[config.mk]
export PLATFORM = sky130hd
export DESIGN_NAME = infix_expression_evaluator
export DESIGN_NICKNAME = d
export VERILOG_FILES = /design/src/rtl/ieval_pkg.sv /design/src/rtl/infix_expression_evaluator.sv /design/src/rtl/ieval_front.sv /design/src/rtl/ieval_cmd_fifo.sv /design/src/rtl/ieval_arith.sv /design/src/rtl/ieval_back.sv
export VERILOG_INCLUDE_DIRS = /design/src /design/src/rtl
export SDC_FILE = /design/constraint.sdc
export NUM_CORES = 1
export LEC_CHECK = 0
export ABC_AREA = 1
export BUFFER_PORTS_ARGS = -buffer_cell sky130_fd_sc_hd__buf_2
export CAP_MARGIN = 20
export CORE_ASPECT_RATIO = 0.8
export CORE_MARGIN = 3
export CORE_UTILIZATION = 30
export CTS_CLUSTER_DIAMETER = 200
export DETAILED_ROUTE_END_ITERATION = 8
export PLACE_DENSITY_LB_ADDON = 0.12
export SLEW_MARGIN = 10
export SYNTH_ARGS = -nofsm -noshare
export SYNTH_HDL_FRONTEND = slang
export SYNTH_HIERARCHICAL = 1
export SYNTH_SLANG_ARGS = --single-unit
[constraint.sdc]
create_clock -name clk -period 4.21 [get_ports clk]
set_input_delay 0.842 -clock clk [delete_from_list [all_inputs] [get_ports clk]]
set_output_delay 0.842 -clock clk [all_outputs]
set_load 0.01 [all_outputs]
[src/rtl/infix_expression_evaluator_defines.svh]
// ----------------------------------------------------------------------------
// infix expression evaluator assertion macros
// shared concurrent check forms, clocked on clk and disabled during rst
// ----------------------------------------------------------------------------
`ifndef INFIX_EXPRESSION_EVALUATOR_DEFINES_SVH
`define INFIX_EXPRESSION_EVALUATOR_DEFINES_SVH

// same-cycle implication
`define IEVAL_ASSERT_IMP(label, ante, cons) \
  label: assert property (@(posedge clk) disable iff (rst) (ante) |-> (cons)) \
    else $error("ieval: check failed");

// next-cycle implication
`define IEVAL_ASSERT_NEXT(label, ante, cons) \
  label: assert property (@(posedge clk) disable iff (rst) (ante) |=> (cons)) \
    else $error("ieval: check failed");

`endif

[src/rtl/ieval_pkg.sv]
// ----------------------------------------------------------------------------
// ieval_pkg
// types, character codes and operator decode for the infix expression evaluator
// ----------------------------------------------------------------------------
package ieval_pkg;

  localparam int RESULT_WIDTH = 32;

  localparam logic [7:0] CHAR_PLUS   = 8'h2B;
  localparam logic [7:0] CHAR_MINUS  = 8'h2D;
  localparam logic [7:0] CHAR_TIMES  = 8'h2A;
  localparam logic [7:0] CHAR_DIVIDE = 8'h2F;
  localparam logic [7:0] CHAR_SPACE  = 8'h20;
  localparam logic [7:0] CHAR_ZERO   = 8'h30;
  localparam logic [7:0] CHAR_NINE   = 8'h39;

  typedef enum logic [2:0] {
    OP_PLUS   = 3'd0,
    OP_MINUS  = 3'd1,
    OP_TIMES  = 3'd2,
    OP_DIVIDE = 3'd3,
    OP_OTHER  = 3'd4
  } op_code_t;

  typedef enum logic [1:0] {
    BK_IDLE,
    BK_ARITH,
    BK_EMIT
  } back_state_t;

  typedef struct packed {
    logic [7:0] char_code;
    logic       end_mark;
  } in_item_t;

  typedef struct packed {
    logic signed [RESULT_WIDTH-1:0] value;
    logic                           divide_error;
  } result_t;

  typedef struct packed {
    op_code_t op;
    logic     last;
  } cmd_ctrl_t;

  typedef struct packed {
    logic start;
    logic divide;
  } arith_ctrl_t;

  typedef struct packed {
    logic busy;
    logic done;
  } arith_stat_t;

  function automatic op_code_t op_decode(input logic [7:0] c);
    op_code_t op;
    case (c)
      CHAR_PLUS:   op = OP_PLUS;
      CHAR_MINUS:  op = OP_MINUS;
      CHAR_TIMES:  op = OP_TIMES;
      CHAR_DIVIDE: op = OP_DIVIDE;
      default:     op = OP_OTHER;
    endcase
    return op;
  endfunction

endpackage

[src/rtl/infix_expression_evaluator.sv]
// ----------------------------------------------------------------------------
// infix_expression_evaluator
// streaming + - * / evaluator over ascii text, one character per request
// ----------------------------------------------------------------------------
// Input channel: push/full with item (char_code, end_mark). A character is
// taken on every cycle that full is low; full rises only when the command
// queue between front and back is full.
// Result channel: empty/pop with result (value, divide_error). One result
// per expression, produced by the character that carries end_mark.
// The front takes one character per cycle while full is low. Each
// operator, unknown character or end mark becomes a command for the
// back: plus, minus, unknown characters and divide by zero need no
// arithmetic; a multiply holds the back in the shift-add multiplier,
// one step per multiplier bit up to the highest set bit; a divide holds
// it for VALUE_WIDTH steps in the restoring divider.
// Reset (rst, synchronous) clears the operand, the queue, sum, term and
// error flag, and empties the result register. A stalled receiver holds
// the back at its emit step; the queue then fills and full rises.
// ----------------------------------------------------------------------------
module infix_expression_evaluator #(
  parameter int VALUE_WIDTH = 32,
  parameter int CMD_DEPTH   = 4
) (
  input  logic                 clk,
  input  logic                 rst,
  input  logic                 push,
  output logic                 full,
  input  ieval_pkg::in_item_t  item,
  output logic                 empty,
  input  logic                 pop,
  output ieval_pkg::result_t   result
);

  localparam int CMD_WIDTH = $bits(ieval_pkg::cmd_ctrl_t) + VALUE_WIDTH;

  logic                   front_push;
  ieval_pkg::cmd_ctrl_t   front_ctrl;
  logic [VALUE_WIDTH-1:0] front_operand;
  logic [CMD_WIDTH-1:0]   queue_out;
  logic                   queue_full;
  logic                   queue_empty;
  logic                   back_pop;
  ieval_pkg::cmd_ctrl_t   back_ctrl;
  logic [VALUE_WIDTH-1:0] back_operand;
  ieval_pkg::arith_ctrl_t arith_ctrl;
  ieval_pkg::arith_stat_t arith_stat;
  logic [VALUE_WIDTH-1:0] arith_a;
  logic [VALUE_WIDTH-1:0] arith_b;
  logic [VALUE_WIDTH-1:0] arith_result;

  assign full = queue_full;

  ieval_front #(
    .VALUE_WIDTH(VALUE_WIDTH)
  ) u_front (
    .clk         (clk),
    .rst         (rst),
    .push        (push),
    .item        (item),
    .cmd_full    (queue_full),
    .cmd_push    (front_push),
    .cmd_ctrl    (front_ctrl),
    .cmd_operand (front_operand)
  );

  ieval_cmd_fifo #(
    .WIDTH(CMD_WIDTH),
    .DEPTH(CMD_DEPTH)
  ) u_cmd_fifo (
    .clk       (clk),
    .rst       (rst),
    .push      (front_push),
    .push_data ({front_ctrl, front_operand}),
    .full      (queue_full),
    .pop       (back_pop),
    .pop_data  (queue_out),
    .empty     (queue_empty)
  );

  assign {back_ctrl, back_operand} = queue_out;

  ieval_arith #(
    .VALUE_WIDTH(VALUE_WIDTH)
  ) u_arith (
    .clk       (clk),
    .rst       (rst),
    .ctrl      (arith_ctrl),
    .operand_a (arith_a),
    .operand_b (arith_b),
    .stat      (arith_stat),
    .product   (arith_result)
  );

  ieval_back #(
    .VALUE_WIDTH(VALUE_WIDTH)
  ) u_back (
    .clk          (clk),
    .rst          (rst),
    .cmd_valid    (!queue_empty),
    .cmd_ctrl     (back_ctrl),
    .cmd_operand  (back_operand),
    .cmd_pop      (back_pop),
    .arith_ctrl   (arith_ctrl),
    .arith_a      (arith_a),
    .arith_b      (arith_b),
    .arith_stat   (arith_stat),
    .arith_result (arith_result),
    .empty        (empty),
    .pop          (pop),
    .result       (result)
  );

endmodule

[src/rtl/ieval_front.sv]
// ----------------------------------------------------------------------------
// ieval_front
// accepts characters, builds the decimal operand and issues commit commands
// ----------------------------------------------------------------------------
module ieval_front #(
  parameter int VALUE_WIDTH = 32
) (
  input  logic                     clk,
  input  logic                     rst,
  input  logic                     push,
  input  ieval_pkg::in_item_t      item,
  input  logic                     cmd_full,
  output logic                     cmd_push,
  output ieval_pkg::cmd_ctrl_t     cmd_ctrl,
  output logic [VALUE_WIDTH-1:0]   cmd_operand
);

  logic [VALUE_WIDTH-1:0] operand_accum, operand_accum_next;
  ieval_pkg::op_code_t    pending_op, pending_op_next;
  logic [VALUE_WIDTH-1:0] operand_shifted;
  logic [3:0]             digit_value;
  logic                   accept;
  logic                   is_digit;
  logic                   is_space;
  logic                   commit;

  assign accept      = push && !cmd_full;
  assign is_digit    = item.char_code inside {[ieval_pkg::CHAR_ZERO:ieval_pkg::CHAR_NINE]};
  assign is_space    = (item.char_code == ieval_pkg::CHAR_SPACE);
  assign digit_value = 4'(item.char_code - ieval_pkg::CHAR_ZERO);

  // times ten plus digit, wrapping
  assign operand_shifted = (operand_accum << 3) + (operand_accum << 1)
                         + VALUE_WIDTH'(digit_value);

  assign commit = accept && ((!is_digit && !is_space) || item.end_mark);

  always_comb begin
    operand_accum_next = operand_accum;
    pending_op_next    = pending_op;
    if (commit) begin
      operand_accum_next = '0;
      pending_op_next    = item.end_mark ? ieval_pkg::OP_PLUS
                                         : ieval_pkg::op_decode(item.char_code);
    end else if (accept && is_digit) begin
      operand_accum_next = operand_shifted;
    end
  end

  always_ff @(posedge clk) begin
    if (rst) begin
      operand_accum <= '0;
      pending_op    <= ieval_pkg::OP_PLUS;
    end else begin
      operand_accum <= operand_accum_next;
      pending_op    <= pending_op_next;
    end
  end

  assign cmd_push      = commit;
  assign cmd_ctrl.op   = pending_op;
  assign cmd_ctrl.last = item.end_mark;
  assign cmd_operand   = is_digit ? operand_shifted : operand_accum;

endmodule

[src/rtl/ieval_cmd_fifo.sv]
// ----------------------------------------------------------------------------
// ieval_cmd_fifo
// short command queue between the front and the back
// ----------------------------------------------------------------------------
module ieval_cmd_fifo #(
  parameter int WIDTH = 8,
  parameter int DEPTH = 4
) (
  input  logic             clk,
  input  logic             rst,
  input  logic             push,
  input  logic [WIDTH-1:0] push_data,
  output logic             full,
  input  logic             pop,
  output logic [WIDTH-1:0] pop_data,
  output logic             empty
);

  localparam int PTR_W = $clog2(DEPTH);
  localparam int CNT_W = $clog2(DEPTH + 1);

  logic [WIDTH-1:0] entries [DEPTH];
  logic [PTR_W-1:0] wr_ptr, rd_ptr;
  logic [CNT_W-1:0] count;
  logic             do_push, do_pop;

  assign full    = (count == CNT_W'(DEPTH));
  assign empty   = (count == '0);
  assign do_push = push && !full;
  assign do_pop  = pop && !empty;

  always_ff @(posedge clk) begin
    if (rst) begin
      wr_ptr <= '0;
      rd_ptr <= '0;
      count  <= '0;
    end else begin
      if (do_push) begin
        wr_ptr <= (wr_ptr == PTR_W'(DEPTH - 1)) ? '0 : wr_ptr + 1'b1;
      end
      if (do_pop) begin
        rd_ptr <= (rd_ptr == PTR_W'(DEPTH - 1)) ? '0 : rd_ptr + 1'b1;
      end
      if (do_push && !do_pop) begin
        count <= count + 1'b1;
      end else if (do_pop && !do_push) begin
        count <= count - 1'b1;
      end
    end
  end

  always_ff @(posedge clk) begin
    if (do_push) begin
      entries[wr_ptr] <= push_data;
    end
  end

  assign pop_data = entries[rd_ptr];

endmodule

[src/rtl/ieval_arith.sv]
// ----------------------------------------------------------------------------
// ieval_arith
// iterative shift-add multiplier and restoring signed divider
// ----------------------------------------------------------------------------
module ieval_arith #(
  parameter int VALUE_WIDTH = 32
) (
  input  logic                       clk,
  input  logic                       rst,
  input  ieval_pkg::arith_ctrl_t     ctrl,
  input  logic [VALUE_WIDTH-1:0]     operand_a,
  input  logic [VALUE_WIDTH-1:0]     operand_b,
  output ieval_pkg::arith_stat_t     stat,
  output logic [VALUE_WIDTH-1:0]     product
);

  localparam int STEP_W = $clog2(VALUE_WIDTH + 1);

  logic                   busy;
  logic                   divide_mode;
  logic                   negate;
  logic [VALUE_WIDTH-1:0] work_a;
  logic [VALUE_WIDTH-1:0] work_b;
  logic [VALUE_WIDTH-1:0] accum;
  logic [STEP_W-1:0]      steps_left;
  logic [VALUE_WIDTH-1:0] mag_a, mag_b;
  logic [VALUE_WIDTH:0]   trial;
  logic                   done;

  assign mag_a = operand_a[VALUE_WIDTH-1] ? (~operand_a + 1'b1) : operand_a;
  assign mag_b = operand_b[VALUE_WIDTH-1] ? (~operand_b + 1'b1) : operand_b;
  assign trial = {accum, work_a[VALUE_WIDTH-1]} - {1'b0, work_b};
  assign done  = busy && (divide_mode ? (steps_left == '0) : (work_b == '0));

  always_ff @(posedge clk) begin
    if (rst) begin
      busy <= 1'b0;
    end else if (ctrl.start) begin
      busy <= 1'b1;
    end else if (done) begin
      busy <= 1'b0;
    end
  end

  always_ff @(posedge clk) begin
    if (ctrl.start) begin
      divide_mode <= ctrl.divide;
      negate      <= operand_a[VALUE_WIDTH-1] ^ operand_b[VALUE_WIDTH-1];
      accum       <= '0;
      steps_left  <= STEP_W'(VALUE_WIDTH);
      work_a      <= ctrl.divide ? mag_a : operand_a;
      work_b      <= ctrl.divide ? mag_b : operand_b;
    end else if (busy && !done) begin
      if (divide_mode) begin
        if (!trial[VALUE_WIDTH]) begin
          accum  <= trial[VALUE_WIDTH-1:0];
          work_a <= {work_a[VALUE_WIDTH-2:0], 1'b1};
        end else begin
          accum  <= {accum[VALUE_WIDTH-2:0], work_a[VALUE_WIDTH-1]};
          work_a <= {work_a[VALUE_WIDTH-2:0], 1'b0};
        end
        steps_left <= steps_left - 1'b1;
      end else begin
        if (work_b[0]) begin
          accum <= accum + work_a;
        end
        work_a <= work_a << 1;
        work_b <= work_b >> 1;
      end
    end
  end

  assign stat.busy = busy;
  assign stat.done = done;
  assign product   = divide_mode ? (negate ? (~work_a + 1'b1) : work_a) : accum;

endmodule

[src/rtl/ieval_back.sv]
// ----------------------------------------------------------------------------
// ieval_back
// executes commit commands on sum and term and holds the result register
// ----------------------------------------------------------------------------
`include "infix_expression_evaluator_defines.svh"

module ieval_back #(
  parameter int VALUE_WIDTH = 32
) (
  input  logic                       clk,
  input  logic                       rst,
  input  logic                       cmd_valid,
  input  ieval_pkg::cmd_ctrl_t       cmd_ctrl,
  input  logic [VALUE_WIDTH-1:0]     cmd_operand,
  output logic                       cmd_pop,
  output ieval_pkg::arith_ctrl_t     arith_ctrl,
  output logic [VALUE_WIDTH-1:0]     arith_a,
  output logic [VALUE_WIDTH-1:0]     arith_b,
  input  ieval_pkg::arith_stat_t     arith_stat,
  input  logic [VALUE_WIDTH-1:0]     arith_result,
  output logic                       empty,
  input  logic                       pop,
  output ieval_pkg::result_t         result
);

  ieval_pkg::back_state_t state, state_next;

  logic [VALUE_WIDTH-1:0]             running_sum;
  logic [VALUE_WIDTH-1:0]             current_term;
  logic                               error_seen;
  logic                               last_pending;
  logic                               out_valid;
  logic [ieval_pkg::RESULT_WIDTH-1:0] out_value;
  logic                               out_error;
  logic                               needs_arith;
  logic                               out_free;
  logic                               out_load;
  logic [VALUE_WIDTH-1:0]             total;
  logic [63:0]                        total_wide;

  assign needs_arith = (cmd_ctrl.op == ieval_pkg::OP_TIMES)
                    || ((cmd_ctrl.op == ieval_pkg::OP_DIVIDE) && (cmd_operand != '0));
  assign out_free    = !out_valid || pop;
  assign total       = running_sum + current_term;
  assign total_wide  = 64'(total);

  always_comb begin
    state_next = state;
    case (state)
      ieval_pkg::BK_IDLE: begin
        if (cmd_valid) begin
          if (needs_arith) begin
            state_next = ieval_pkg::BK_ARITH;
          end else if (cmd_ctrl.last) begin
            state_next = ieval_pkg::BK_EMIT;
          end
        end
      end
      ieval_pkg::BK_ARITH: begin
        if (arith_stat.done) begin
          state_next = last_pending ? ieval_pkg::BK_EMIT : ieval_pkg::BK_IDLE;
        end
      end
      ieval_pkg::BK_EMIT: begin
        if (out_free) begin
          state_next = ieval_pkg::BK_IDLE;
        end
      end
      default: state_next = ieval_pkg::BK_IDLE;
    endcase
  end

  always_comb begin
    cmd_pop           = (state == ieval_pkg::BK_IDLE) && cmd_valid;
    arith_ctrl.start  = cmd_pop && needs_arith;
    arith_ctrl.divide = (cmd_ctrl.op == ieval_pkg::OP_DIVIDE);
    out_load          = (state == ieval_pkg::BK_EMIT) && out_free;
  end

  // term is the dividend and multiplicand, the operand the divisor and multiplier
  assign arith_a = current_term;
  assign arith_b = cmd_operand;

  always_ff @(posedge clk) begin
    if (rst) begin
      state <= ieval_pkg::BK_IDLE;
    end else begin
      state <= state_next;
    end
  end

  always_ff @(posedge clk) begin
    if (rst) begin
      running_sum  <= '0;
      current_term <= '0;
      error_seen   <= 1'b0;
      last_pending <= 1'b0;
      out_valid    <= 1'b0;
    end else begin
      if (cmd_pop) begin
        last_pending <= cmd_ctrl.last;
        case (cmd_ctrl.op)
          ieval_pkg::OP_PLUS: begin
            running_sum  <= total;
            current_term <= cmd_operand;
          end
          ieval_pkg::OP_MINUS: begin
            running_sum  <= total;
            current_term <= ~cmd_operand + 1'b1;
          end
          ieval_pkg::OP_DIVIDE: begin
            if (cmd_operand == '0) begin
              current_term <= '0;
              error_seen   <= 1'b1;
            end
          end
          default: begin
          end
        endcase
      end
      if ((state == ieval_pkg::BK_ARITH) && arith_stat.done) begin
        current_term <= arith_result;
      end
      if (out_load) begin
        running_sum  <= '0;
        current_term <= '0;
        error_seen   <= 1'b0;
        out_valid    <= 1'b1;
      end else if (pop) begin
        out_valid <= 1'b0;
      end
    end
  end

  always_ff @(posedge clk) begin
    if (out_load) begin
      out_value <= total_wide[ieval_pkg::RESULT_WIDTH-1:0];
      out_error <= error_seen;
    end
  end

  assign empty               = !out_valid;
  assign result.value        = signed'(out_value);
  assign result.divide_error = out_error;

  `IEVAL_ASSERT_IMP(a_start_when_free, arith_ctrl.start, !arith_stat.busy)
  `IEVAL_ASSERT_IMP(a_arith_running, state == ieval_pkg::BK_ARITH, arith_stat.busy)
  `IEVAL_ASSERT_NEXT(a_result_held, out_valid && !pop, out_valid && $stable(out_value))
  `IEVAL_ASSERT_NEXT(a_cleared_after_emit, out_load,
                     running_sum == '0 && current_term == '0 && !error_seen)

endmodule

Yosys cells after proc, flatten, opt, wreduce, memory -nomap -nowiden
Memories as Yosys holds them, arrays and structs flattened. A register that Yosys moved wholly into a read port is not among the register bits. Cells that the tools add are included.

Bits in registers: 249. Bits in latches: 0. RAM bits: 144. Memory bits (read-only): 0. Input bits: 13. Word-level logic and storage cells: 154. Memories: 1.

Memory list: u_cmd_fifo.entries (words 4, width 36, rd ports 1, clocked after memory_dff 1, wr ports 1, RTL line ieval_cmd_fifo.sv:22) `logic [WIDTH-1:0] entries [DEPTH];`.

Add/sub/neg operators: 14. $mul: 0. Divide/modulo/power cells: 0. Order comparisons: 2. Eq/ne operators: 19. Shift-type cells: 0. Multiplexer cells: 43. Bitwise gates (word level): 4. Reduce and logical (&&, ||, !) cells: 51.

Operator list (count): 32-bit two-way mux (18); 32-bit by 1-bit adder with 32-bit output, second input constant (3); 32-bit adder (3); 32-bit NOT (3); 32-bit case mux with 3 select lines (1); 32-bit logical NOT (2); 8-bit by 6-bit equality test with 1-bit output, second input constant (5); 33-bit by 32-bit subtractor with 33-bit output (1); 32-bit by 4-bit adder with 32-bit output (1); 32-bit nonzero test (1); 2-bit two-way mux (10); 1-bit logical AND (16); 3-bit case mux with 4 select lines (1); 2-bit nonzero test (6); 1-bit two-way mux (9); 3-bit two-way mux (3); 8-bit by 6-bit >= comparator with 1-bit output, second input constant (1); 8-bit by 6-bit <= comparator with 1-bit output, second input constant (1); 1-bit logical NOT (8); 2-bit AND reduction (4); 2-bit equality test, second input constant (3); 3-bit by 2-bit equality test with 1-bit output, second input constant (2); 3-bit logical NOT (2); 6-bit logical NOT (1); 20 further kinds (28).

Longest topological paths before layout
Word-level depth: 11. Depth in mapped cells: 20. Mapped depth without buffers: 19.

By module
Netlist, hierarchy kept.

Modules (own cells, without submodules): ieval_arith (instances 1, cells an instance 2156, area each 12613.3 um^2, seq. area each 2762.6 um^2); ieval_back (instances 1, cells an instance 1200, area each 7754.9 um^2, seq. area each 2372.3 um^2); ieval_cmd_fifo (instances 1, cells an instance 419, area each 5871.9 um^2, seq. area each 4504.3 um^2); ieval_front (instances 1, cells an instance 787, area each 4521.8 um^2, seq. area each 700.7 um^2); infix_expression_evaluator (instances 1, cells an instance 1, area each 3.8 um^2, seq. area each 0.0 um^2).

Least setup slack after synthesis
No wires, ideal clock.

Path type: input to register. Start: input pop. End: register u_back.running_sum[10]. Setup time: 114 ps. Arrival: 4222 ps. Setup slack: -126 ps. Stages on the path: 7. Buffers on the path: 1. Cells stage by stage: nor2_1 -> nor3_1 -> nor2_1 -> buf_2 -> o21ai_0 -> o21bai_1 -> inv_1.

Word-level cells in the longest chain between the ends: 3.

Ends and longest elaborated chain: start: declaration (RTL line infix_expression_evaluator.sv:30) `input logic pop,`; 1-bit logical OR (RTL line ieval_back.sv:43) `assign out_free = !out_valid || pop;`; 1-bit logical AND (RTL line ieval_back.sv:77) `out_load = (state == ieval_pkg::BK_EMIT) && out_free;`; named net u_back.out_load (RTL line ieval_back.sv:37) `logic out_load;`; 2-bit OR reduction (no source line); end signal: assignment (RTL line ieval_back.sv:104) `running_sum <= total;`; end signal: assignment (RTL line ieval_back.sv:108) `running_sum <= total;`; end: declaration (RTL line ieval_back.sv:28) `logic [VALUE_WIDTH-1:0] running_sum;`.

The timed path passes the listed nets, and every way through them passes these cells. A chain may end at the register's enable or synchronous reset.

==> impl_summary.txt <==
----------------------------------------------------
[Cells and area]
  Layout cells sized above 1 ... 7.05%
  Final layout net count ... 4763
  Number of inserted filler cells in the final layout ... 11000
  Ant. Diodes ... 0
  Finished Cell Area ... 0.0339 sq mm
  Non-filler instance count after layout ... 5946
  Synth-to-layout area growth ... 10.4%

[Critical path]
  Worst path required time ... 4680 ps
  Endpoint class of the critical path ... flop
  Flop-to-flop setup slack ... 470 ps
  Sort of element at the start of the critical path ... flop
  Endpoint arrival time on the critical path ... 4210 ps
  Maximum fanout along the worst path ... 18
  Worst setup path category ... flop to flop

[Placement]
  Placed wire-length estimate ... 82700 microns
  Total cell area at the placement stage ... 0.0323 sq mm
  Routability-driven placement congestion ratio ... 0.884
  Placed insts ... 5854
  Input/output buffers ... 47

[Timing]
  Worst slew margin relative to its limit ... 31.5%
  Setup-failing EPs final ... 0
  Final hold slack ... 474 ps
  Ratio of final minimum period to clock period ... 88.7%
  Maximum frequency from static timing analysis ... 268 MHz
  Transition time at the pin with the least slew margin ... 1020 ps
  Count of pins over their slew limit ... 0
  Final count of hold timing violations ... 0
  Minimum clock period after layout ... 3740 ps
  Unrepaired setup endpoints after global routing ... no
  Clock tree skew after final layout ... 39.7 ps
  Total Neg Setup Slack ... 0 ps

[CTS]
  Root buffer selected by CTS ... clkbuf_16
  Number of buffers inserted by post-CTS setup repair ... 0
  Max Buffers Root-to-Sink ... 3
  Clk Latency, worst-skew pair ... 620 ps
  Clock Sink Count ... 395
  Hold Buf Count CTS ... 0
  Clock transition at the registers of the reported paths ... 60 ps
  Total CTS buffers ... 49
  H-tree depth reported by CTS ... 2
  Clock tree from TritonCTS ... yes
  Post-cts resize count ... 0

[Drt]
  Avg WL per Cell ... 17.7 microns
  Antenna Nets Post-Route ... 0
  Detailed-route wire length ... 105000 microns
  1st-iter DRT viols ... 2302
  Iteration count of the initial detailed-routing pass ... 5
  Routed vias/inst ... 4.73
  Total vias in the final route ... 28100
  Count of unresolved DRC violations after routing ... 0

[Worst hold path]
  Worst Hold Class ... flop to flop

[Floorplan]
  Number of core rows ... 104
  Total die area ... 0.106 sq mm
  Die Span X ... 364 microns
  Core Footprint ... 0.101 sq mm
  Initial core utilization ... 30.4%
  Top-level I/O count ... 48
  Vertical die dimension ... 292 microns

[GRT]
  Total overflow reported by the global router ... 0
  Maximum number of pins on one net before global-route repair ... 75
  Number of antenna violations at the first check in global routing ... 1
  Via count of the first global-routing pass ... 26100
  First-pass GRT wire length ... 161000 microns
  All-layer global routing usage ... 19.6%

[Run status]
  Outcome ... finished, final reports clean

[Power and ir drop]
  Static leakage ... 16.8 nW
  Power density relative to cell area ... 796 mW/mm^2
  Peak ir drop on the vdd network ... 0.316 mV

[Logic synthesis]
  Cell area after synthesis ... 0.0308 sq mm
  Synth Instances ... 4562
  Post-Synthesis Mean Instance Area ... 6.74 sq um
  Total number of yosys warnings ... 6
  Net count after synthesis ... 4745

[Flow run]
  Max-capacitance violation count ... 0

----------------------------------------------------
layer usage:
| layer | vias to the layer above | track usage (%) | wire length, microns |
|---|---|---|---|
| met2 | 614 | 26.9 | 40300 |
| met4 | 0 | 3.35 | 1540 |
| met1 | 12900 | 31.9 | 57600 |
| li1 | 14600 | - | - |
| met5 | - | 0 | 0 |
| met3 | 74 | 2.87 | 5870 |
layout by cell type, fill, tap and decap left out, types with 9 or more instances in the layout:
cell,count
nor3_1,33
o21a_1,17
buf_2,47
edfxtp_1,243
ha_1,164
a21oi_1,180
inv_2,18
dfxtp_1,151
o21bai_1,25
xnor2_1,36
nand4_1,38
nand2_1,1408
nand2_2,14
o21ai_0,217
o21ai_1,65
nand3_1,328
a31oi_1,12
nor4_1,10
clkbuf_16,52
buf_4,66
nor2_1,425
nor2_4,10
a21oi_2,26
inv_1,727
xor2_1,86
nand3b_1,29
clkbuf_1,9
nand2_4,21
o22ai_1,39
clkinv_2,14
area by class of cell:
| type | instances | area, sq um | area share [%] |
|---|---|---|---|
| clock buffer | 67 | 1410 | 4.16 |
| clock inverter | 25 | 215 | 0.634 |
| inverter | 753 | 2840 | 8.37 |
| multi-input combinational | 3267 | 16700 | 49.3 |
| sequential | 395 | 10300 | 30.5 |
| tap | 1325 | 1660 | 4.88 |
| timing repair buffer | 114 | 751 | 2.21 |
per-stage QoR:
stage          setup WS (ps)  power, mW  util, %
2_1_floorplan            201       17.8        -
3_3_place_gp             744       22.7     32.0
3_5_place_dp             727       22.6     32.0
4_1_cts                  714       27.1     33.6
5_1_grt                  342       29.5     33.6
6_report                 474       27.0     33.6
worst max-delay path, stage by stage, from the launching register on:
cell	delay, ps
edfxtp_1	420
inv_1	210
nand4_1	290
nor2_1	170
nand4_1	450
a21boi_0	720
nand3_4	150
buf_4	280
o21ai_0	120
inv_1	150
nand2_1	90
o21ai_0	260
nand2_1	200
a21oi_2	60
power by group:
group / switching [mW] / internal [mW]
clock network: 1.78 / 2.49
logic: 10.9 / 4.99
registers: 1.26 / 5.57
total: 14.0 / 13.0
worst paths after layout:
check / to / start / cells past startpoint
max: u_back/arith_a[3]$_SDFFE_PP0P_ / u_arith/work_b[15]$_DFFE_PP_ / 13
min: u_arith/steps_left[0]$_SDFFE_PP0P_ / u_arith/steps_left[0]$_SDFFE_PP0P_ / 2
max reg2reg: u_back/arith_a[3]$_SDFFE_PP0P_ / u_arith/work_b[15]$_DFFE_PP_ / 13
min reg2reg: u_arith/steps_left[0]$_SDFFE_PP0P_ / u_arith/steps_left[0]$_SDFFE_PP0P_ / 2
flip-flops by register name, summed over array words and instances (netlist names), 2 cells and up, named ones only:
register	flops
u_front/pending_op	3
u_back/running_sum	32
u_back/out_value	32
u_cmd_fifo/count	3
u_arith/work_b	32
u_arith/work_a	32
u_arith/steps_left	6
u_cmd_fifo/rd_ptr	2
u_back/arith_a	32
u_cmd_fifo/wr_ptr	2
u_front/operand_accum	32
u_arith/accum	32
u_back/state	2
u_cmd_fifo/entries	144
No activity file was read; power rests on OpenSTA's default activity.
